File: src/assert_macros.svh
// assertion macros shared by the rtl
`ifndef ASSERT_MACROS_SVH
`define ASSERT_MACROS_SVH
`ifndef SYNTHESIS
`define SKVT_ASSERT(label, clk, rst_n, prop) \
    label: assert property (@(posedge clk) disable iff (!rst_n) prop) \
        else $error("assertion failed");
`define SKVT_NEVER(label, clk, rst_n, expr) \
    label: assert property (@(posedge clk) disable iff (!rst_n) !(expr)) \
        else $error("forbidden condition seen");
`else
`define SKVT_ASSERT(label, clk, rst_n, prop)
`define SKVT_NEVER(label, clk, rst_n, expr)
`endif
`endif

File: src/skvt_pkg.sv
package skvt_pkg;

    localparam int KEY_W            = 32;
    localparam int VAL_W            = 64;
    localparam int DEFAULT_CAPACITY = 16;

    typedef enum logic [1:0] {
        FUNC_INSERT,
        FUNC_REMOVE,
        FUNC_FIND,
        FUNC_CLEAR
    } func_t;

    typedef enum logic [1:0] {
        ST_OK,
        ST_FAIL,
        ST_FULL
    } status_t;

    typedef enum logic [1:0] {
        S_IDLE,
        S_CMP,
        S_UPD
    } state_t;

    // broadcast from the controller to every cell
    typedef struct packed {
        logic                    cmp_en;
        logic                    upd_en;
        logic                    hit;
        logic                    full;
        func_t                   func;
        logic signed [KEY_W-1:0] key;
        logic [VAL_W-1:0]        payload;
    } cell_cmd_t;

endpackage

File: src/skvt_if.sv
interface skvt_in_if
    import skvt_pkg::*;
();
    logic                    valid;
    logic                    ready;
    func_t                   func;
    logic signed [KEY_W-1:0] key;
    logic [VAL_W-1:0]        payload;

    modport source (output valid, func, key, payload, input ready);
    modport sink   (input valid, func, key, payload, output ready);
endinterface

interface skvt_out_if
    import skvt_pkg::*;
();
    logic             valid;
    logic             ready;
    status_t          status;
    logic [VAL_W-1:0] found_value;

    modport source (output valid, status, found_value, input ready);
    modport sink   (input valid, status, found_value, output ready);
endinterface

File: src/sorted_key_value_table.sv
// channel | dir | payload                          | handshake
// req     | in  | func[1:0] key[31:0] payload[63:0] | valid/ready
// rsp     | out | status[1:0] found_value[63:0]     | valid/ready
//
// each word passes a compare step, in which every cell compares its key, then an
// update step, in which the cells shift away from the insert point or toward the
// removed key (or empty on a clear) while the result goes to the output register.
// reset empties all cells at once through their valid flags; no clearing pass.
// a result word that is not taken holds the table in its update step and the
// next request word waits.
`include "assert_macros.svh"

module sorted_key_value_table
    import skvt_pkg::*;
#(
    parameter int CAPACITY = DEFAULT_CAPACITY
)
(
    input  logic       clk,
    input  logic       rst_n,
    skvt_in_if.sink    req,
    skvt_out_if.source rsp
);

    cell_cmd_t               cmd;
    logic signed [KEY_W-1:0] cell_key   [CAPACITY];
    logic [VAL_W-1:0]        cell_val   [CAPACITY];
    logic [CAPACITY-1:0]     cell_valid;
    logic [CAPACITY-1:0]     cell_lt;
    logic [CAPACITY-1:0]     cell_eq;
    logic                    hit;
    logic                    full;
    logic [VAL_W-1:0]        found;
    logic [CAPACITY:0]       valid_ext;

    genvar i;
    generate
        for (i = 0; i < CAPACITY; i++)
        begin : g_cell
            logic signed [KEY_W-1:0] l_key, r_key;
            logic [VAL_W-1:0]        l_val, r_val;
            logic                    l_valid, l_lt, r_valid;

            if (i == 0)
            begin : g_first
                assign l_key   = '0;
                assign l_val   = '0;
                assign l_valid = 1'b0;
                assign l_lt    = 1'b1;
            end
            else
            begin : g_mid_l
                assign l_key   = cell_key[i-1];
                assign l_val   = cell_val[i-1];
                assign l_valid = cell_valid[i-1];
                assign l_lt    = cell_lt[i-1];
            end

            if (i == CAPACITY - 1)
            begin : g_last
                assign r_key   = '0;
                assign r_val   = '0;
                assign r_valid = 1'b0;
            end
            else
            begin : g_mid_r
                assign r_key   = cell_key[i+1];
                assign r_val   = cell_val[i+1];
                assign r_valid = cell_valid[i+1];
            end

            skvt_cell u_cell (
                .clk         (clk),
                .rst_n       (rst_n),
                .cmd         (cmd),
                .left_key    (l_key),
                .left_val    (l_val),
                .left_valid  (l_valid),
                .left_lt     (l_lt),
                .right_key   (r_key),
                .right_val   (r_val),
                .right_valid (r_valid),
                .key         (cell_key[i]),
                .val         (cell_val[i]),
                .valid       (cell_valid[i]),
                .lt          (cell_lt[i]),
                .eq          (cell_eq[i])
            );
        end
    endgenerate

    assign hit  = |cell_eq;
    assign full = cell_valid[CAPACITY-1];

    always_comb
    begin
        found = '0;
        for (int j = 0; j < CAPACITY; j++)
            found = found | (cell_val[j] & {VAL_W{cell_eq[j]}});
    end

    skvt_ctrl u_ctrl (
        .clk   (clk),
        .rst_n (rst_n),
        .req   (req),
        .rsp   (rsp),
        .hit   (hit),
        .full  (full),
        .found (found),
        .cmd   (cmd)
    );

    assign valid_ext = {1'b0, cell_valid};

    // occupied cells always form a run from cell zero
    `SKVT_ASSERT(a_valid_prefix, clk, rst_n, ((valid_ext + (CAPACITY+1)'(1)) & valid_ext) == '0)
    // keys are unique, so at most one cell matches
    `SKVT_ASSERT(a_single_match, clk, rst_n, $onehot0(cell_eq))
    // a cell is never both below and equal to the key
    `SKVT_NEVER(a_lt_eq_excl, clk, rst_n, |(cell_lt & cell_eq))

endmodule

File: src/skvt_cell.sv
module skvt_cell
    import skvt_pkg::*;
(
    input  logic                    clk,
    input  logic                    rst_n,
    input  cell_cmd_t               cmd,
    input  logic signed [KEY_W-1:0] left_key,
    input  logic [VAL_W-1:0]        left_val,
    input  logic                    left_valid,
    input  logic                    left_lt,
    input  logic signed [KEY_W-1:0] right_key,
    input  logic [VAL_W-1:0]        right_val,
    input  logic                    right_valid,
    output logic signed [KEY_W-1:0] key,
    output logic [VAL_W-1:0]        val,
    output logic                    valid,
    output logic                    lt,
    output logic                    eq
);

    logic signed [KEY_W-1:0] key_reg, key_next;
    logic [VAL_W-1:0]        val_reg, val_next;
    logic                    valid_reg, valid_next;
    logic                    lt_reg, lt_next;
    logic                    eq_reg, eq_next;
    logic                    do_ins, do_rem;

    assign do_ins = cmd.upd_en && (cmd.func == FUNC_INSERT) && !cmd.hit && !cmd.full;
    assign do_rem = cmd.upd_en && (cmd.func == FUNC_REMOVE) && cmd.hit;

    always_comb
    begin
        lt_next    = lt_reg;
        eq_next    = eq_reg;
        key_next   = key_reg;
        val_next   = val_reg;
        valid_next = valid_reg;
        if (cmd.cmp_en)
        begin
            lt_next = valid_reg && (key_reg < cmd.key);
            eq_next = valid_reg && (key_reg == cmd.key);
        end
        if (do_ins && !lt_reg)
        begin
            if (left_lt)
            begin
                // insertion point
                key_next   = cmd.key;
                val_next   = cmd.payload;
                valid_next = 1'b1;
            end
            else
            begin
                key_next   = left_key;
                val_next   = left_val;
                valid_next = left_valid;
            end
        end
        else if (do_rem && !lt_reg)
        begin
            key_next   = right_key;
            val_next   = right_val;
            valid_next = right_valid;
        end
        else if (cmd.upd_en && (cmd.func == FUNC_CLEAR))
        begin
            valid_next = 1'b0;
        end
    end

    always_ff @(posedge clk or negedge rst_n)
    begin
        if (!rst_n)
        begin
            valid_reg <= 1'b0;
            lt_reg    <= 1'b0;
            eq_reg    <= 1'b0;
        end
        else
        begin
            valid_reg <= valid_next;
            lt_reg    <= lt_next;
            eq_reg    <= eq_next;
        end
    end

    always_ff @(posedge clk)
    begin
        key_reg <= key_next;
        val_reg <= val_next;
    end

    assign key   = key_reg;
    assign val   = val_reg;
    assign valid = valid_reg;
    assign lt    = lt_reg;
    assign eq    = eq_reg;

endmodule

File: src/skvt_ctrl.sv
`include "assert_macros.svh"

module skvt_ctrl
    import skvt_pkg::*;
(
    input  logic             clk,
    input  logic             rst_n,
    skvt_in_if.sink          req,
    skvt_out_if.source       rsp,
    input  logic             hit,
    input  logic             full,
    input  logic [VAL_W-1:0] found,
    output cell_cmd_t        cmd
);

    state_t                  state_reg, state_next;
    func_t                   func_reg;
    logic signed [KEY_W-1:0] key_reg;
    logic [VAL_W-1:0]        payload_reg;
    logic                    out_valid_reg, out_valid_next;
    status_t                 status_reg, status_next;
    logic [VAL_W-1:0]        value_reg, value_next;
    logic                    can_finish;
    logic                    accept;
    logic                    upd_en;

    assign can_finish = !out_valid_reg || rsp.ready;
    assign accept     = req.valid && req.ready;

    always_comb
    begin
        state_next = state_reg;
        req.ready  = 1'b0;
        upd_en     = 1'b0;
        unique case (state_reg)
            S_IDLE:
            begin
                req.ready = 1'b1;
                if (req.valid)
                    state_next = S_CMP;
            end
            S_CMP:
            begin
                state_next = S_UPD;
            end
            S_UPD:
            begin
                if (can_finish)
                begin
                    upd_en     = 1'b1;
                    req.ready  = 1'b1;
                    state_next = req.valid ? S_CMP : S_IDLE;
                end
            end
            default:
            begin
                state_next = S_IDLE;
            end
        endcase
    end

    always_comb
    begin
        status_next = ST_OK;
        value_next  = '0;
        case (func_reg)
            FUNC_INSERT: status_next = hit ? ST_FAIL : (full ? ST_FULL : ST_OK);
            FUNC_REMOVE: status_next = hit ? ST_OK : ST_FAIL;
            FUNC_FIND:
            begin
                status_next = hit ? ST_OK : ST_FAIL;
                value_next  = hit ? found : '0;
            end
            default:     status_next = ST_OK;
        endcase
        out_valid_next = out_valid_reg;
        if (upd_en)
            out_valid_next = 1'b1;
        else if (rsp.ready)
            out_valid_next = 1'b0;
    end

    always_ff @(posedge clk or negedge rst_n)
    begin
        if (!rst_n)
        begin
            state_reg     <= S_IDLE;
            out_valid_reg <= 1'b0;
        end
        else
        begin
            state_reg     <= state_next;
            out_valid_reg <= out_valid_next;
        end
    end

    always_ff @(posedge clk)
    begin
        if (accept)
        begin
            func_reg    <= req.func;
            key_reg     <= req.key;
            payload_reg <= req.payload;
        end
        if (upd_en)
        begin
            status_reg <= status_next;
            value_reg  <= value_next;
        end
    end

    assign cmd.cmp_en  = (state_reg == S_CMP);
    assign cmd.upd_en  = upd_en;
    assign cmd.hit     = hit;
    assign cmd.full    = full;
    assign cmd.func    = func_reg;
    assign cmd.key     = key_reg;
    assign cmd.payload = payload_reg;

    assign rsp.valid       = out_valid_reg;
    assign rsp.status      = status_reg;
    assign rsp.found_value = value_reg;

    // a result word appears only out of the update step
    `SKVT_ASSERT(a_out_from_upd, clk, rst_n, $rose(out_valid_reg) |-> $past(state_reg == S_UPD))
    // the compare step never takes a new word
    `SKVT_NEVER(a_no_accept_in_cmp, clk, rst_n, (state_reg == S_CMP) && req.ready)
    // a waiting result word keeps its value
    `SKVT_ASSERT(a_rsp_hold, clk, rst_n, (out_valid_reg && !rsp.ready) |=> $stable(value_reg))

endmodule
File: src/flat_wrapper.sv
// flat-port wrapper written by rule: the top's interface ports become plain ports
module sorted_key_value_table_flat import skvt_pkg::*;
#(
    parameter int CAPACITY = DEFAULT_CAPACITY
)
  (clk, rst_n, req_valid, req_func, req_key, req_payload, req_ready, rsp_valid, rsp_status, rsp_found_value, rsp_ready);
  skvt_in_if req_i ();
  skvt_out_if rsp_i ();
  input  logic clk;
  input  logic rst_n;
  input wire logic [$bits(req_i.valid)-1:0] req_valid;
  input wire logic [$bits(req_i.func)-1:0] req_func;
  input wire logic [$bits(req_i.key)-1:0] req_key;
  input wire logic [$bits(req_i.payload)-1:0] req_payload;
  output wire logic [$bits(req_i.ready)-1:0] req_ready;
  output wire logic [$bits(rsp_i.valid)-1:0] rsp_valid;
  output wire logic [$bits(rsp_i.status)-1:0] rsp_status;
  output wire logic [$bits(rsp_i.found_value)-1:0] rsp_found_value;
  input wire logic [$bits(rsp_i.ready)-1:0] rsp_ready;
  assign req_i.valid = req_valid;
  assign req_i.func = req_func;
  assign req_i.key = req_key;
  assign req_i.payload = req_payload;
  assign req_ready = req_i.ready;
  assign rsp_valid = rsp_i.valid;
  assign rsp_status = rsp_i.status;
  assign rsp_found_value = rsp_i.found_value;
  assign rsp_i.ready = rsp_ready;
  sorted_key_value_table #(.CAPACITY(CAPACITY)) u_core (.clk(clk), .rst_n(rst_n), .req(req_i), .rsp(rsp_i));
endmodule
File: config.mk
export PLATFORM = sky130hd
export DESIGN_NAME = sorted_key_value_table_flat
export DESIGN_NICKNAME = d
export VERILOG_FILES = /design/src/skvt_pkg.sv /design/src/skvt_if.sv /design/src/sorted_key_value_table.sv /design/src/skvt_cell.sv /design/src/skvt_ctrl.sv /design/src/flat_wrapper.sv
export VERILOG_INCLUDE_DIRS = /design/src /design/src/src
export SDC_FILE = /design/constraint.sdc
export NUM_CORES = 2
export LEC_CHECK = 0
export BUFFER_PORTS_ARGS = -buffer_cell sky130_fd_sc_hd__buf_2
export CORE_UTILIZATION = 35
export DETAILED_ROUTE_END_ITERATION = 16
export PLACE_DENSITY = 0.6
export SYNTH_ARGS = -nofsm -noshare
export SYNTH_HDL_FRONTEND = slang
export SYNTH_HIERARCHICAL = 1
export SYNTH_SLANG_ARGS = --single-unit
File: constraint.sdc
create_clock -name clk -period 11.9 [get_ports clk]
set_input_delay 2.975 -clock clk [delete_from_list [all_inputs] [get_ports clk]]
set_output_delay 2.975 -clock clk [all_outputs]
set_load 0.01 [all_outputs]
### Word-level counts from Yosys, hierarchy flattened

Cells that the tools add are included.

| operators by class | value |
|---|---|
| magnitude comparators | 16 |
| eq/ne operators | 23 |
| multiplexer cells | 155 |
| bitwise gates (word level) | 31 |
| reductions and logical operators | 130 |

Operators by type and width:

| operator | number |
|---|---|
| 64-bit two-way mux | 47 |
| 32-bit two-way mux | 47 |
| 64-bit AND | 16 |
| 64-bit OR | 15 |
| 32-bit equality test | 16 |
| 32-bit < comparator | 16 |
| 1-bit logical AND | 71 |
| 1-bit two-way mux | 54 |
| 3-bit nonzero test | 16 |
| 2-bit nonzero test | 17 |
| 1-bit zero test | 19 |
| 16-bit OR reduction | 1 |
| 2-bit two-way mux | 4 |
| 2-bit equality test (second input constant) | 3 |
| 2-bit one-hot mux with 3 select lines | 1 |
| 2-bit by 1-bit equality test with 1-bit output (second input constant) | 2 |
| 2-bit zero test | 2 |
| 2-bit != test (second input constant) | 2 |
| 2-bit one-hot mux with 2 select lines | 1 |
| 2-bit AND reduction | 2 |
| 1-bit one-hot mux with 2 select lines | 1 |
| 2-bit OR reduction | 1 |
| 1-bit logical OR | 1 |

| storage, ports and cells | value |
|---|---|
| register bits after elaboration | 1751 |
| input port bits | 102 |
| output and inout port bits | 68 |
| word-level logic and storage cells | 442 |

### Logic depth before layout (Yosys ltp)

| logic depth | value |
|---|---|
| word-level depth | 16 |
| gate-level depth with buffers | 12 |
| gate-level depth less buffers | 8 |

### By module

The synthesis kept the hierarchy.

Modules (own cells, without submodules):

| module | instances | cells an instance | area each (um^2) | sequential area each (um^2) |
|---|---|---|---|---|
| skvt_cell at u_core.g_cell[0].u_cell ... | 8 | 548 | 5790.6 | 2957.8 |
| skvt_cell at u_core.g_cell[3].u_cell ... | 7 | 551 | 5810.6 | 2957.8 |
| skvt_cell at u_core.g_cell[11].u_cell | 1 | 548 | 5785.5 | 2957.8 |
| sorted_key_value_table | 1 | 695 | 5719.2 | 0.0 |
| skvt_ctrl | 1 | 267 | 5714.2 | 4999.8 |

### Worst setup path after synthesis

OpenSTA, ideal clock, no wires.

| timing | value |
|---|---|
| path kind | input to register |
| from | in rsp_ready |
| to | reg u_core.g_cell[3].u_cell.valid_reg |
| setup time | 0.114 ns |
| arrival time | 11.509 ns |
| data required time | 11.786 ns |
| setup slack | 0.277 ns |
| stages | 7 |
| buffers on the path | 1 |
| cells stage by stage | nor2b_1 > nor2_1 > buf_4 > nand2_1 > nor2_1 > o311ai_0 > o21ai_0 |

RTL lines:

| element | line | text |
|---|---|---|
| from (decl) | flat_wrapper.sv:19 | `input wire logic [$bits(rsp_i.ready)-1:0] rsp_ready;` |
| to (signal assigned) | skvt_cell.sv:81 | `valid_reg <= valid_next;` |
| to (decl) | skvt_cell.sv:23 | `logic valid_reg, valid_next;` |

### Worst setup path in the final report

| timing | value |
|---|---|
| from | in rsp_ready |
| to | out req_ready |

| between the ends | value |
|---|---|
| longest elaborated chain between the ends | 3 |

RTL lines:

| element | line | text |
|---|---|---|
| 1-bit logical OR | skvt_ctrl.sv:27 | `assign can_finish = !out_valid_reg \|\| rsp.ready;` |
| 1-bit two-way mux | skvt_ctrl.sv:48 | `if (can_finish)` |
| 1-bit one-hot mux with 2 select lines | skvt_ctrl.sv:35 | `unique case (state_reg)` |
| to (decl) | flat_wrapper.sv:15 | `output wire logic [$bits(req_i.ready)-1:0] req_ready;` |

No other way between the ends.

==> key figures <==
Timing
  • Worst rel slew slack: 14.94%
  • Clock Skew: 0.1078 ns
  • Min cycle time layout: 6.755 ns
  • Final setup violation count: 0
  • Unrepaired setup endpoints after global routing: no
  • Final Hold Viols: 0
  • Fmax: 148.0 MHz
  • Max Slew Vio Count: 0
  • Worst Tran Pin Value: 1.273 ns
  • Sum Neg Setup Slack: 0 ns
  • Final Cycle Share: 56.76%
  • Setup WS post-layout: 5.145 ns
  • Final hold slack: 0.5494 ns

Global routing
  • Largest net degree at the start of global routing: 153
  • First-pass GRT wire length: 551,700 um
  • Number of global-route vias before repair: 82,230
  • Initial antenna violation count: 22
  • Gr ovfl total: 0
  • GRT Util Overall: 24.39%

Clock tree
  • Worst skew pair latency: 0.92 ns
  • Clock Sinks: 1,751
  • Worst-path clk slew: 0.06 ns
  • Clock tree buffer depth: 4
  • PostCTS Resize Cnt: 0
  • CTS Hold Bufs: 0
  • Cts bufs inserted: 200
  • CTS H-tree depth: 4
  • Post-CTS Setup Inserts: 0
  • CTS tree: built
  • CTS Root Cell: clkbuf_16

Place
  • Placed inst area: 0.1095 sq mm
  • GP Congestion: 0.8672
  • DP Wirelength: 228,000 um
  • Placed cells: 13,550
  • Buffers on Ports: 169
  • Dpl ws: 4.923 ns

Hold path
  • Worst hold path depth: 2
  • Hold crit path type: register to register

Critical path
  • Path type of the worst setup path: input port to output port
  • Worst Path Required: 8.93 ns
  • CP Capture Type: output port
  • CP arrival: 3.78 ns
  • Reg2reg path depth: 8
  • CP Max Fanout: 4
  • CP Launch Type: input port

Logic synthesis
  • Cell variety after synth: 53
  • Mapped Area: 0.1042 sq mm
  • Post-synthesis sequential area ratio: 50.21%
  • Post-synth ARST share: 2.913%
  • Post-synth EDFFs: 1,700
  • Ys Warns: 6
  • Ys flop type: edfxtp_1
  • Mapped Avg Cell Area: 10.69 sq um
  • Yosys reg bits: 1,751
  • Post-Syn Instances: 9,751

Cells and area
  • Max reg flops: 1,024
  • # fillers: 28,350
  • Post-Layout Cell Count: 13,930
  • Reg area: 0.05244 sq mm
  • Commonest non-fill, non-tap cell in the layout: edfxtp_1
  • Footprint of the multi-input gates: 0.04792 sq mm
  • Fin area: 0.1160 sq mm
  • Most frequent cells in the layout: 1,700 x edfxtp_1, 1,674 x nand2_1, 1,536 x mux2i_1, 889 x o21ai_1, 718 x o21ai_0
  • Final net count: 10,450
  • Finished Core Util: 39.31%
  • Ratio of cells with drive above 1 in the final layout: 7.635%
  • Synth-to-Final Area Change: 11.29%

Route
  • DR pass1 iterations: 9
  • Detailed-route via count: 83,400
  • WL final: 381,400 um
  • Via-to-Cell Ratio: 5.989
  • DRC: 0
  • Detail-routed net length per standard cell: 27.39 um
  • Post-route ant nets: 0
  • First DRT Iteration DRCs: 10,520

Die
  • Die width: 547.7 um
  • Chip height: 547.7 um
  • Core ar.: 0.2951 sq mm
  • IO Count: 170
  • Die footprint: 0.2999 sq mm
  • Initial Util: 35.32%
  • Row count: 199

Power
  • Peak supply drop: 0.0001180 V
  • Leakage: 43.24 nW
  • Power Density: 132.5 mW/mm^2
  • Power Total: 15.37 mW

Status
  • Status: finished, final reports clean

Run
  • Max Cap Viol: 0
[worst max-delay path, cell delays in order]
cell and delay (ns):
buf_2 0.10, nor2b_1 0.41, a21oi_1 0.13, buf_2 0.16
[synth_stat cells, drive strengths merged (2+ instances only)]
cell     count  area [sq um]
nand2b      19         118.9
edfxtp    1700         51050
nor2        58         217.7
nor2b       25         156.4
mux2        10         116.4
nor4b        9         78.83
and4         9         78.83
and3        80         505.5
a21o        25         187.7
a41oi       16         207.7
o311ai      16         140.1
o211ai       7         52.55
or2          9         56.31
nand4      159          1038
inv        553          2076
nor3        23         150.1
nor4        27         168.9
and2         9         76.33
or4         16         180.2
mux2i     1536         15370
o21ai     1607          8043
a211o        7         61.31
a22o       272          2382
a2111o       7         78.83
dfrtp       51          1276
conb         2         7.510
ha         515          6444
a2111oi      7         61.31
a221oi     281          2517
nor3b        7         52.55
a21oi      227          1189
nand2     1674          6284
a221o        9         90.09
o31ai        9         67.56
nand3      126         630.6
clkbuf     401          1505
buf        241          1478
[cells by family after synthesis]
family / after synthesis / synth area share [%]
compound gates: 2491 / 14.48
simple gates: 2251 / 9.409
flops: 1751 / 50.21
mux: 1546 / 14.86
buf+inv: 1195 / 4.854
fa+ha+maj: 515 / 6.183
other cells: 2 / 0.007206
[path summary, 6_finish.rpt]
path                                                       from                               to  slack [ns]
worst min register to register  u_core/g_cell[4].u_cell/val[58]  u_core/g_cell[3].u_cell/val[58]        0.55
max in group asynchronous                                 rst_n      u_core/g_cell[14].u_cell/eq        8.79
worst max register to register       u_core/g_cell[4].u_cell/eq  u_core/g_cell[0].u_cell/val[56]        6.83
min in group asynchronous                                 rst_n       u_core/g_cell[3].u_cell/eq        1.97
worst max-delay path                                  rsp_ready                        req_ready        5.15
worst min-delay path            u_core/g_cell[4].u_cell/val[58]  u_core/g_cell[3].u_cell/val[58]        0.55
[per-layer routing]
layer	global-route usage (%)	share of wire, %	vias up
met5	0	0.041	-
met4	10.73	4.9	22
met3	4.292	9.9	1053
met2	39.11	45	4899
met1	32.22	40	41100
li1	-	-	36320
[where the power goes]
group	switching [mW]	internal, mW	total [mW]	leakage (nW)
Sequential	0.270	7.00	7.27	16.1
Clock	2.71	3.60	6.31	3.15
Combinational	1.20	0.602	1.80	24.0
[final cells by class]
cell class,instances,share of cell area [%]
clock inverter,121,0.9979
timing repair buffer,332,1.894
antenna,13,0.02805
multi-input combinational,6998,41.31
clock buffer,238,4.535
inverter,553,1.790
sequential,1751,45.21
tap,3919,4.228
No activity file was read; power rests on OpenSTA's default activity.
